<file path="src/rtl/rpc_record_deframer_macros.svh">
// Assertion macros shared by the deframer RTL files.
`ifndef RPC_RECORD_DEFRAMER_MACROS_SVH
`define RPC_RECORD_DEFRAMER_MACROS_SVH
`ifndef SYNTHESIS
`define RRD_ASSERT_NOW(label, clk, rst, ante, cons, msg) \
   label: assert property (@(posedge clk) disable iff (rst) (ante) |-> (cons)) \
      else $error(msg);
`define RRD_ASSERT_NEXT(label, clk, rst, ante, cons, msg) \
   label: assert property (@(posedge clk) disable iff (rst) (ante) |=> (cons)) \
      else $error(msg);
`else
`define RRD_ASSERT_NOW(label, clk, rst, ante, cons, msg)
`define RRD_ASSERT_NEXT(label, clk, rst, ante, cons, msg)
`endif
`endif

</file>
<file path="src/rtl/rrd_pkg.sv">
// Types and codes shared by the RPC record deframer modules.
`timescale 1ns / 1ps
package rrd_pkg;

   typedef enum logic [3:0] {
      KIND_FLEN   = 4'd0,
      KIND_KEY    = 4'd1,
      KIND_TARGET = 4'd2,
      KIND_PARAM  = 4'd3,
      KIND_RESULT = 4'd4,
      KIND_PID    = 4'd5,
      KIND_MSGID  = 4'd6,
      KIND_BLEN   = 4'd7,
      KIND_BODY   = 4'd8,
      KIND_BAD    = 4'd9
   } kind_type;

   typedef enum logic [8:0] {
      PH_IDLE  = 9'b000000001,
      PH_LEN   = 9'b000000010,
      PH_TYPE  = 9'b000000100,
      PH_SLEN  = 9'b000001000,
      PH_SDATA = 9'b000010000,
      PH_PID   = 9'b000100000,
      PH_MID   = 9'b001000000,
      PH_BLEN  = 9'b010000000,
      PH_BODY  = 9'b100000000
   } phase_type;

   typedef enum logic [1:0] {
      STR_KEY    = 2'd0,
      STR_TARGET = 2'd1,
      STR_PARAM  = 2'd2,
      STR_RESULT = 2'd3
   } str_type;

   typedef struct packed {
      logic             valid;
      kind_type         kind;
      logic [63:0]      value;
      logic [31:0]      byte_index;
      logic             frame_end;
   } rrd_result_type;

endpackage

</file>
<file path="src/rtl/rrd_parser.sv">
// Frame parser: phase state, counters and number assembly for one byte per cycle while item_valid is high.
`timescale 1ns / 1ps
`include "rpc_record_deframer_macros.svh"
module rrd_parser
   import rrd_pkg::*;
(
   input  logic           clock,
   input  logic           reset,
   input  logic           item_valid,
   input  logic [7:0]     data_byte,
   input  logic           frame_start,
   output rrd_result_type result
);

   phase_type   phase_ff, phase_in, phase_eff;
   str_type     sel_ff, sel_in;
   logic [31:0] left_ff, left_in, left_eff, left_dec;
   logic [63:0] acc_ff, acc_in, acc_eff, acc_add;
   logic [31:0] pos_ff, pos_in, pos_eff, pos_inc;
   kind_type    str_kind;

   always_comb begin
      unique case (sel_ff)
         STR_KEY:    str_kind = KIND_KEY;
         STR_TARGET: str_kind = KIND_TARGET;
         STR_PARAM:  str_kind = KIND_PARAM;
         STR_RESULT: str_kind = KIND_RESULT;
         default:    str_kind = KIND_KEY;
      endcase
   end

   always_comb begin
      // A frame start restarts the parser, and this byte is the first length byte.
      phase_eff = frame_start ? PH_LEN : phase_ff;
      acc_eff   = frame_start ? 64'd0 : acc_ff;
      pos_eff   = frame_start ? 32'd0 : pos_ff;
      left_eff  = frame_start ? 32'd0 : left_ff;
      acc_add   = acc_eff | ({56'd0, data_byte} << {pos_eff[2:0], 3'b000});
      pos_inc   = pos_eff + 32'd1;
      left_dec  = left_eff - 32'd1;

      phase_in  = phase_eff;
      acc_in    = acc_eff;
      pos_in    = pos_eff;
      left_in   = left_eff;
      sel_in    = sel_ff;
      result    = '0;
      result.kind = KIND_FLEN;

      unique case (phase_eff)
         PH_LEN: begin
            acc_in = acc_add;
            pos_in = pos_inc;
            if (pos_inc >= 32'd4) begin
               phase_in     = PH_TYPE;
               result.valid = 1'b1;
               result.kind  = KIND_FLEN;
               result.value = acc_add;
            end
         end
         PH_TYPE: begin
            if (data_byte != 8'd0) begin
               phase_in         = PH_IDLE;
               result.valid     = 1'b1;
               result.kind      = KIND_BAD;
               result.frame_end = 1'b1;
            end else begin
               phase_in = PH_SLEN;
               sel_in   = STR_KEY;
            end
         end
         PH_SLEN: begin
            left_in = {24'd0, data_byte};
            pos_in  = 32'd0;
            if (data_byte != 8'd0) begin
               phase_in = PH_SDATA;
            end else if (sel_ff == STR_RESULT) begin
               phase_in = PH_PID;
               acc_in   = 64'd0;
            end else begin
               sel_in = str_type'(sel_ff + 2'd1);
            end
         end
         PH_SDATA: begin
            result.valid      = 1'b1;
            result.kind       = str_kind;
            result.value      = {56'd0, data_byte};
            result.byte_index = pos_eff;
            pos_in            = pos_inc;
            left_in           = left_dec;
            if (left_dec == 32'd0) begin
               if (sel_ff == STR_RESULT) begin
                  phase_in = PH_PID;
                  acc_in   = 64'd0;
                  pos_in   = 32'd0;
               end else begin
                  phase_in = PH_SLEN;
                  sel_in   = str_type'(sel_ff + 2'd1);
               end
            end
         end
         PH_PID: begin
            acc_in = acc_add;
            pos_in = pos_inc;
            if (pos_inc >= 32'd8) begin
               phase_in     = PH_MID;
               acc_in       = 64'd0;
               pos_in       = 32'd0;
               result.valid = 1'b1;
               result.kind  = KIND_PID;
               result.value = acc_add;
            end
         end
         PH_MID: begin
            acc_in = acc_add;
            pos_in = pos_inc;
            if (pos_inc >= 32'd4) begin
               phase_in     = PH_BLEN;
               acc_in       = 64'd0;
               pos_in       = 32'd0;
               result.valid = 1'b1;
               result.kind  = KIND_MSGID;
               result.value = acc_add;
            end
         end
         PH_BLEN: begin
            acc_in = acc_add;
            pos_in = pos_inc;
            if (pos_inc >= 32'd4) begin
               left_in          = acc_add[31:0];
               pos_in           = 32'd0;
               phase_in         = (acc_add[31:0] == 32'd0) ? PH_IDLE : PH_BODY;
               result.valid     = 1'b1;
               result.kind      = KIND_BLEN;
               result.value     = acc_add;
               result.frame_end = (acc_add[31:0] == 32'd0);
            end
         end
         PH_BODY: begin
            result.valid      = 1'b1;
            result.kind       = KIND_BODY;
            result.value      = {56'd0, data_byte};
            result.byte_index = pos_eff;
            pos_in            = pos_inc;
            left_in           = left_dec;
            if (left_dec == 32'd0) begin
               phase_in         = PH_IDLE;
               result.frame_end = 1'b1;
            end
         end
         default: begin
            phase_in = PH_IDLE;
         end
      endcase
   end

   always_ff @(posedge clock) begin
      if (reset) begin
         phase_ff <= PH_IDLE;
         sel_ff   <= STR_KEY;
         left_ff  <= 32'd0;
         acc_ff   <= 64'd0;
         pos_ff   <= 32'd0;
      end else if (item_valid) begin
         phase_ff <= phase_in;
         sel_ff   <= sel_in;
         left_ff  <= left_in;
         acc_ff   <= acc_in;
         pos_ff   <= pos_in;
      end
   end

   `RRD_ASSERT_NEXT(a_end_goes_idle, clock, reset, item_valid && result.valid && result.frame_end, phase_ff == PH_IDLE, "frame end did not return the parser to idle")

endmodule

</file>
<file path="src/rtl/rrd_skid.sv">
// Result register with a skid slot so results can wait while bytes keep coming.
`timescale 1ns / 1ps
`include "rpc_record_deframer_macros.svh"
module rrd_skid
   import rrd_pkg::*;
(
   input  logic           clock,
   input  logic           reset,
   input  logic           push,
   input  rrd_result_type push_data,
   output logic           full,
   output logic           out_valid,
   output rrd_result_type out_data,
   input  logic           out_stall
);

   logic           main_v_ff, main_v_in;
   logic           skid_v_ff, skid_v_in;
   rrd_result_type main_ff, main_in;
   rrd_result_type skid_ff, skid_in;
   logic           main_take;

   assign main_take = main_v_ff && !out_stall;

   always_comb begin
      main_v_in = main_v_ff;
      skid_v_in = skid_v_ff;
      main_in   = main_ff;
      skid_in   = skid_ff;
      priority if (skid_v_ff) begin
         if (main_take) begin
            main_in   = skid_ff;
            skid_v_in = 1'b0;
         end
      end else if (push) begin
         if (!main_v_ff || main_take) begin
            main_in   = push_data;
            main_v_in = 1'b1;
         end else begin
            skid_in   = push_data;
            skid_v_in = 1'b1;
         end
      end else if (main_take) begin
         main_v_in = 1'b0;
      end
   end

   always_ff @(posedge clock) begin
      if (reset) begin
         main_v_ff <= 1'b0;
         skid_v_ff <= 1'b0;
      end else begin
         main_v_ff <= main_v_in;
         skid_v_ff <= skid_v_in;
      end
   end

   always_ff @(posedge clock) begin
      main_ff <= main_in;
      skid_ff <= skid_in;
   end

   assign full      = skid_v_ff;
   assign out_valid = main_v_ff;
   assign out_data  = main_ff;

   `RRD_ASSERT_NOW(a_skid_needs_main, clock, reset, skid_v_ff, main_v_ff, "skid slot holds a result while the output register is empty")
   `RRD_ASSERT_NOW(a_no_push_when_full, clock, reset, skid_v_ff, !push, "result pushed while both slots are full")
   `RRD_ASSERT_NEXT(a_stall_fills_skid, clock, reset, push && main_v_ff && out_stall, skid_v_ff, "stalled result was not parked in the skid slot")
   `RRD_ASSERT_NEXT(a_skid_drains, clock, reset, skid_v_ff && !out_stall, !skid_v_ff, "skid slot did not drain when the output was taken")

endmodule

</file>
<file path="src/rtl/rpc_record_deframer.sv">
// An accepted byte is held in the input register, parsed, and its result registered for rsp_.
// Throughput: one byte per cycle while req_stall is low; the parser updates its state in a single pass.
// The result register and its skid slot let bytes keep arriving while a result waits.
// req_stall rises only when the input register and both result slots are occupied.
// Reset (synchronous): the parser returns to idle and all pipeline slots are emptied.
`timescale 1ns / 1ps
module rpc_record_deframer
   import rrd_pkg::*;
(
   input  logic        clock,
   input  logic        reset,
   input  logic        req_valid,
   output logic        req_stall,
   input  logic [7:0]  req_data_byte,
   input  logic        req_frame_start,
   output logic        rsp_valid,
   input  logic        rsp_stall,
   output logic [3:0]  rsp_kind,
   output logic [63:0] rsp_value,
   output logic [31:0] rsp_byte_index,
   output logic        rsp_frame_end
);

   logic           in_v_ff, in_v_in;
   logic [7:0]     in_byte_ff;
   logic           in_start_ff;
   logic           advance;
   logic           out_full;
   rrd_result_type result;
   rrd_result_type out_data;

   assign advance   = in_v_ff && !out_full;
   assign req_stall = in_v_ff && out_full;

   always_comb begin
      in_v_in = in_v_ff;
      if (req_valid && !req_stall) begin
         in_v_in = 1'b1;
      end else if (advance) begin
         in_v_in = 1'b0;
      end
   end

   always_ff @(posedge clock) begin
      if (reset) begin
         in_v_ff <= 1'b0;
      end else begin
         in_v_ff <= in_v_in;
      end
   end

   always_ff @(posedge clock) begin
      if (req_valid && !req_stall) begin
         in_byte_ff  <= req_data_byte;
         in_start_ff <= req_frame_start;
      end
   end

   rrd_parser u_parser (
      .clock       (clock),
      .reset       (reset),
      .item_valid  (advance),
      .data_byte   (in_byte_ff),
      .frame_start (in_start_ff),
      .result      (result)
   );

   rrd_skid u_skid (
      .clock     (clock),
      .reset     (reset),
      .push      (advance && result.valid),
      .push_data (result),
      .full      (out_full),
      .out_valid (rsp_valid),
      .out_data  (out_data),
      .out_stall (rsp_stall)
   );

   assign rsp_kind       = out_data.kind;
   assign rsp_value      = out_data.value;
   assign rsp_byte_index = out_data.byte_index;
   assign rsp_frame_end  = out_data.frame_end;

endmodule

</file>
<file path="config.mk">
export PLATFORM = sky130hd
export DESIGN_NAME = rpc_record_deframer
export DESIGN_NICKNAME = d
export VERILOG_FILES = /design/src/rtl/rrd_pkg.sv /design/src/rtl/rrd_parser.sv /design/src/rtl/rrd_skid.sv /design/src/rtl/rpc_record_deframer.sv
export VERILOG_INCLUDE_DIRS = /design/src /design/src/rtl
export SDC_FILE = /design/constraint.sdc
export NUM_CORES = 1
export LEC_CHECK = 0
export BUFFER_PORTS_ARGS = -buffer_cell sky130_fd_sc_hd__buf_4
export CAP_MARGIN = 10
export CORE_AREA = 2 2 166 200
export CTS_BUF_LIST = sky130_fd_sc_hd__clkbuf_8
export DETAILED_ROUTE_END_ITERATION = 10
export DIE_AREA = 0 0 168 202
export PLACE_DENSITY_LB_ADDON = 0.08
export SYNTH_ARGS = -nofsm -noshare
export SYNTH_HDL_FRONTEND = slang
export SYNTH_SLANG_ARGS = --single-unit
</file>
<file path="constraint.sdc">
create_clock -name clock -period 32.7 [get_ports clock]
set_clock_uncertainty 0.05 [all_clocks]
set_input_delay 0 -clock clock [delete_from_list [all_inputs] [get_ports clock]]
set_output_delay 0 -clock clock [all_outputs]
set_load 0.01 [all_outputs]
</file>
# Yosys cells after proc, flatten, opt, wreduce, memory -nomap -nowiden
# Index checks and enable logic that the tools add are counted.
[word_totals]
register_bits = 353
out_inout_bits = 103
input_bits = 13
[classes]
n_eq_ne = 16
muxes = 60
reduce_logical = 27
add_sub_neg = 3
bitwise = 3
shifts = 1
magnitude_cmp = 2
[op_table]
columns = ["operator", "count"]
rows = [
  ["64-bit case mux with 5 select lines", 2],
  ["101-bit 2-to-1 mux", 4],
  ["64-bit 2-to-1 mux", 6],
  ["69-bit 2-to-1 mux", 4],
  ["32-bit 2-to-1 mux", 8],
  ["32-bit case mux with 5 select lines", 1],
  ["32-bit case mux with 3 select lines", 1],
  ["9-bit 2-to-1 mux", 10],
  ["9-bit case mux with 8 select lines", 1],
  ["32-bit logical NOT", 2],
  ["64-bit OR", 1],
  ["8-bit by 6-bit << shifter with 64-bit output", 1],
  ["5-bit case mux with 7 select lines", 1],
  ["32-bit by 1-bit adder with 32-bit output (second input constant)", 1],
  ["32-bit by 3-bit >= comparator with 1-bit output (second input constant)", 1],
  ["32-bit by 4-bit >= comparator with 1-bit output (second input constant)", 1],
  ["32-bit by 1-bit subtractor with 32-bit output (second input constant)", 1],
  ["4-bit case mux with 4 select lines", 1],
  ["1-bit 2-to-1 mux", 12],
  ["9-bit by 2-bit == test with 1-bit output (second input constant)", 1],
  ["9-bit by 3-bit == test with 1-bit output (second input constant)", 1],
  ["9-bit by 4-bit == test with 1-bit output (second input constant)", 1],
  ["9-bit by 5-bit == test with 1-bit output (second input constant)", 1],
  ["9-bit by 6-bit == test with 1-bit output (second input constant)", 1],
  ["other kinds (25)", 48],
]

# Logic depth before layout (Yosys ltp)
[depth]
depth_word = 9
depth_mapped = 24
ltp_nobuf = 15

# Modules after synthesis
# From an unflattened synthesis, not the netlist that was laid out.
[hier_totals]
cells_unflattened = 1748
hier_area_um2 = 17893.4
[by_module_without_submodules]
columns = ["mod", "area_per_inst_um2", "cells_each", "instances"]
rows = [
  ["rrd_parser", 9954.5, 1402, 1],
  ["rrd_skid", 7602.3, 330, 1],
  ["rpc_record_deframer", 336.6, 16, 1],
]

# Least setup slack after synthesis
# Ideal clock, no wire load.
[synth_path]
path_type = "flip-flop to flip-flop"
startpoint = "register in_start_ff"
endpoint = "register u_skid.main_ff, in the netlist u_skid.out_data[0], enable pin"
n_path_buf = 6
path_slack_ns = 20.337
arrival_ns = 11.598
stages_incl_launch_ff = 22
path_cell_list = "edfxtp_1 -> clkbuf_1 -> inv_1 -> buf_2 -> clkbuf_1 -> clkbuf_1 -> buf_1 -> nand2_1 -> inv_1 -> ha_1 -> nand4b_1 -> or3b_1 -> or4_1 -> a21oi_1 -> a211o_1 -> nor4_4 -> nand3_2 -> o21ai_1 -> buf_2 -> nand3_1 -> nand2_1 -> a21boi_0"
[synth_via]
elab_chain_len = 8
word_cells_on_any_way = 20
classes_between = "add/sub (1); order compare (2); eq/ne (7); mux (7); reduce/logical (3)"
[synth_rtl]
columns = ["item", "line", "text"]
rows = [
  ["from (decl)", "rpc_record_deframer.sv:26", "logic in_start_ff;"],
  ["from (signal assigned)", "rpc_record_deframer.sv:55", "in_start_ff <= req_frame_start;"],
  ["32-bit 2-to-1 mux", "rrd_parser.sv:36", "pos_eff = frame_start ? 32'd0 : pos_ff;"],
  ["32-bit by 1-bit adder with 32-bit output", "rrd_parser.sv:39", "pos_inc = pos_eff + 32'd1;"],
  ["32-bit by 3-bit >= comparator with 1-bit output or 32-bit by 4-bit >= comparator with 1-bit output (tied branches)", "--", ""],
  ["69-bit 2-to-1 mux (on tied branches)", "--", ""],
  ["5-bit case mux with 7 select lines *", "rrd_parser.sv:50", "unique case (phase_eff)"],
  ["1-bit logical AND *", "rpc_record_deframer.sv:71", ".push (advance && result.valid),"],
  ["2-bit nonzero test (no line) *", "--", ""],
  ["3-bit AND reduction (no line) *", "--", ""],
  ["to (signal assigned)", "rrd_skid.sv:59", "main_ff <= main_in;"],
  ["to (decl)", "rrd_skid.sv:19", "rrd_result_type main_ff, main_in;"],
]
# Every way passes the cells marked *; elsewhere a longest branch is shown, timed or not.
# A chain may end at the register's enable or synchronous reset.

# Worst setup path after layout
[layout_path]
startpoint = "register in_start_ff"
endpoint = "register u_skid.skid_ff[50] (netlist bit), enable pin"
[layout_via]
elab_chain_len = 7
word_cells_on_any_way = 19
classes_between = "add/sub (1); order compare (2); eq/ne (7); mux (7); reduce/logical (2)"
[layout_rtl]
columns = ["item", "line", "text"]
rows = [
  ["32-bit 2-to-1 mux", "rrd_parser.sv:36", ""],
  ["32-bit by 1-bit adder with 32-bit output", "rrd_parser.sv:39", ""],
  ["32-bit by 3-bit >= comparator with 1-bit output or 32-bit by 4-bit >= comparator with 1-bit output (tied branches)", "--", ""],
  ["69-bit 2-to-1 mux (on tied branches)", "--", ""],
  ["5-bit case mux with 7 select lines *", "rrd_parser.sv:50", ""],
  ["1-bit logical AND *", "rpc_record_deframer.sv:71", ""],
  ["3-bit AND reduction (no line) *", "--", ""],
  ["to (signal assigned)", "rrd_skid.sv:60", "skid_ff <= skid_in;"],
  ["to (decl)", "rrd_skid.sv:20", "rrd_result_type skid_ff, skid_in;"],
]
# Marked as above.

==> results.py <==
metrics = {
    "yosys": {
        "post-synth-top-area-cell": "edfxtp_1",
        "ys_ff_latch": 353,
        "seq_area_frac_synth_pct": 52.94,
        "synth_most_common_cell": "edfxtp_1",
        "async_flop_share_pct": 0,
        "ys_types": 79,
        "syn_inst": 1743,
        "synth_top_flop_cell": "edfxtp_1",
        "synth_commonest_cells": "edfxtp_1, nand2_1, nor2_1, dfxtp_1, o21ai_0",
        "yosys_warnings": 0,
        "syn_area_sq_um": 17340,
        "yosys.area.top_type_share_pct": 36.54,
        "avgSynthCellArea_sq_um": 9.948,
        "synthTopCellsByArea": "edfxtp_1, dfxtp_1, nand2_1",
        "synth_edf_count": 211,
        "syn_nets": 1763,
    },
    "global_routing": {
        "grt_util_met2_pct": 51.51,
        "grt_pass1_vias": 13662,
        "grt_overflow": 0,
        "grt_usage_pct": 30.01,
        "use_met1_pct": 36.39,
        "grt_start_max_net_pins": 103,
        "gr-max-usage-layer": "met2",
        "antenna_found_initial": 0,
        "use_met3_pct": 4.053,
        "grt_pass1_wl_um": 78980,
    },
    "clock_tree": {
        "h-tree-depth": 2,
        "insertion_delay_ns": 0.62,
        "clock-root-buffer": "clkbuf_8",
        "cts_tree": "yes",
        "path_clk_slew_ns": 0.07,
        "cts_max_path_buffers": 3,
        "cts_buffers": 55,
        "clock-sinks": 353,
    },
    "die": {
        "fp.coreArea_sq_um": 31980,
        "start_util_pct": 54.22,
        "rows": 72,
        "io_pins": 116,
        "die_area_sq_um": 33940,
        "chipWidth_um": 168,
        "die_h_um": 202,
    },
    "sta": {
        "setup_violations": 0,
        "worstMarginPinSlew_ns": 1.353,
        "min_period_over_period_pct": 19.13,
        "slew_viol_final": 0,
        "finalCriticalPeriod_ns": 6.255,
        "holdWs_ns": 0.06010,
        "fmax_mhz": 159.9,
        "hold_viol_final": 0,
        "rsz0062_at_grt": "false",
        "fin_setup_tns_ns": 0,
        "fin_ws_ns": 26.45,
        "relSlewSlack_pct": 9.024,
    },
    "critical_path": {
        "end_kind": "register",
        "crit_type": "register to register",
        "cp-start-kind": "register",
        "cp.required_ns": 32.87,
        "critPathMaxFanout": 73,
        "arrival_ns": 6.42,
    },
    "power_and_ir_drop": {
        "p_leak_nw": 6.808,
        "ir_drop_mv": 0.03575,
        "power_density_nw_per_um2": 48.27,
    },
    "placement": {
        "portBuffers": 115,
        "dp_cells": 2160,
        "place_congestion": 0.9804,
        "pre_cts_ws_ns": 26.50,
        "dpl.hpwl_um": 34790,
    },
    "routing": {
        "dr.pass1.iters": 5,
        "wl_um": 51820,
        "vias": 14452,
        "drt_iter0_drc": 1205,
        "viasPerCell": 6.350,
        "drc": 0,
        "ant_nets": 0,
        "wire_per_inst_um": 22.77,
    },
    "run_status": {
        "outcome": "finished, final reports clean",
    },
    "layout": {
        "antennaDiodeCount": 0,
        "layout.nets": 1843,
        "synthToLayoutAreaGrowth_pct": 13.52,
        "drive_gt1_share_pct": 16.05,
        "stdcell_count": 2276,
        "utilization_pct": 61.55,
    },
    "flow_run": {
        "cap_violations": 0,
    },
    "hold_path": {
        "hold_class": "input port to register",
    },
}
## flip-flops by register name, indices dropped and copies added, names as in the netlist
name,count
in_byte_ff,8
in_start_ff,1
in_v_ff,1
u_parser.acc_ff,64
u_parser.left_ff,32
u_parser.phase_ff,9
u_parser.pos_ff,32
u_parser.sel_ff,2
u_skid.full,1
u_skid.out_data,101
u_skid.out_valid,1
u_skid.skid_ff,101
## final cells by class
class	count	area, sq um
inverters	26	97.59
clock inverters	37	239.0
flip-flops and latches	353	9183
clock buffers	66	908.4
multi-input cells	1228	7528
well taps	407	509.2
repair buffers	159	1219
fillers	2686	12300
## cell families after synthesis
family                     after synthesis  synth area share, %
DFF                                    353                52.94
AOI/OAI and AO/OA                      508                19.57
buffers and inverters                  162                3.969
adders and majority gates                7               0.5051
xor gates and xnor gates                27                1.364
muxes                                   41                2.612
and+or+nand+nor                        645                19.04
## power by group
group          total (mW)  internal (mW)  switching (mW)
clock               0.383          0.207           0.176
combinational      0.0824         0.0257          0.0567
sequential          0.484          0.476         0.00833
total               0.950          0.709           0.241
## per-stage QoR
stage	area [sq um]	total power, mW
detailed placement	18410	0.5735
CTS	19680	0.9555
floorplan	17340	0.5457
global route	19680	0.9841
global placement	18410	0.5725
finish	19680	0.9501
## critical path, stage by stage, from the launching register on
cell       delay [ns]
edfxtp_1         0.36
buf_4            0.29
buf_4            0.33
nor2b_1          0.32
ha_1             0.33
nand4b_1         0.25
nor4_1           0.36
mux2i_1          0.12
nor4_1           0.38
nand4_1          0.18
a2111oi_2        0.50
nand3_2          0.31
o21ai_4          0.81
nand3_1          0.26
nand2_1          0.27
nor2_4           0.20
buf_4            0.43
## path summary, 6_finish.rpt
kind / from / end / slack [ns] / cells after the start
hold reg to reg: u_parser.acc_ff[15] / u_parser.acc_ff[15] / 0.40 / 2
hold / removal: req_data_byte[7] / in_byte_ff[7] / 0.06 / 2
setup reg to reg: in_start_ff / u_skid.skid_ff[50] / 26.45 / 16
setup / recovery: in_start_ff / u_skid.skid_ff[50] / 26.45 / 16
## metal layers
layer | vias to the layer above | wire [um]
met4 | 0 | 2992
met2 | 614 | 25300
met3 | 167 | 3079
li1 | 6746 | -
met1 | 6925 | 20450
met5 | - | 0
## placed cells by master, fill, tap and decap left out, types with 42 or more instances in the layout
| master | n |
|---|---|
| nor2_1 | 146 |
| a22o_1 | 54 |
| dfxtp_1 | 141 |
| buf_4 | 145 |
| clkbuf_8 | 66 |
| a21oi_1 | 75 |
| edfxtp_1 | 211 |
| a22oi_1 | 60 |
| o31ai_1 | 80 |
| inv_1 | 42 |
| nand2_1 | 205 |
| o21ai_0 | 117 |
## what timing repair did
action | CTS | global route
resized for setup | 0 | 0
hold buffers | 12 | 0
buffers inserted | 0 | 0
hold endpoints to repair | 74 | 0
Power figures use the tool's default switching activity.
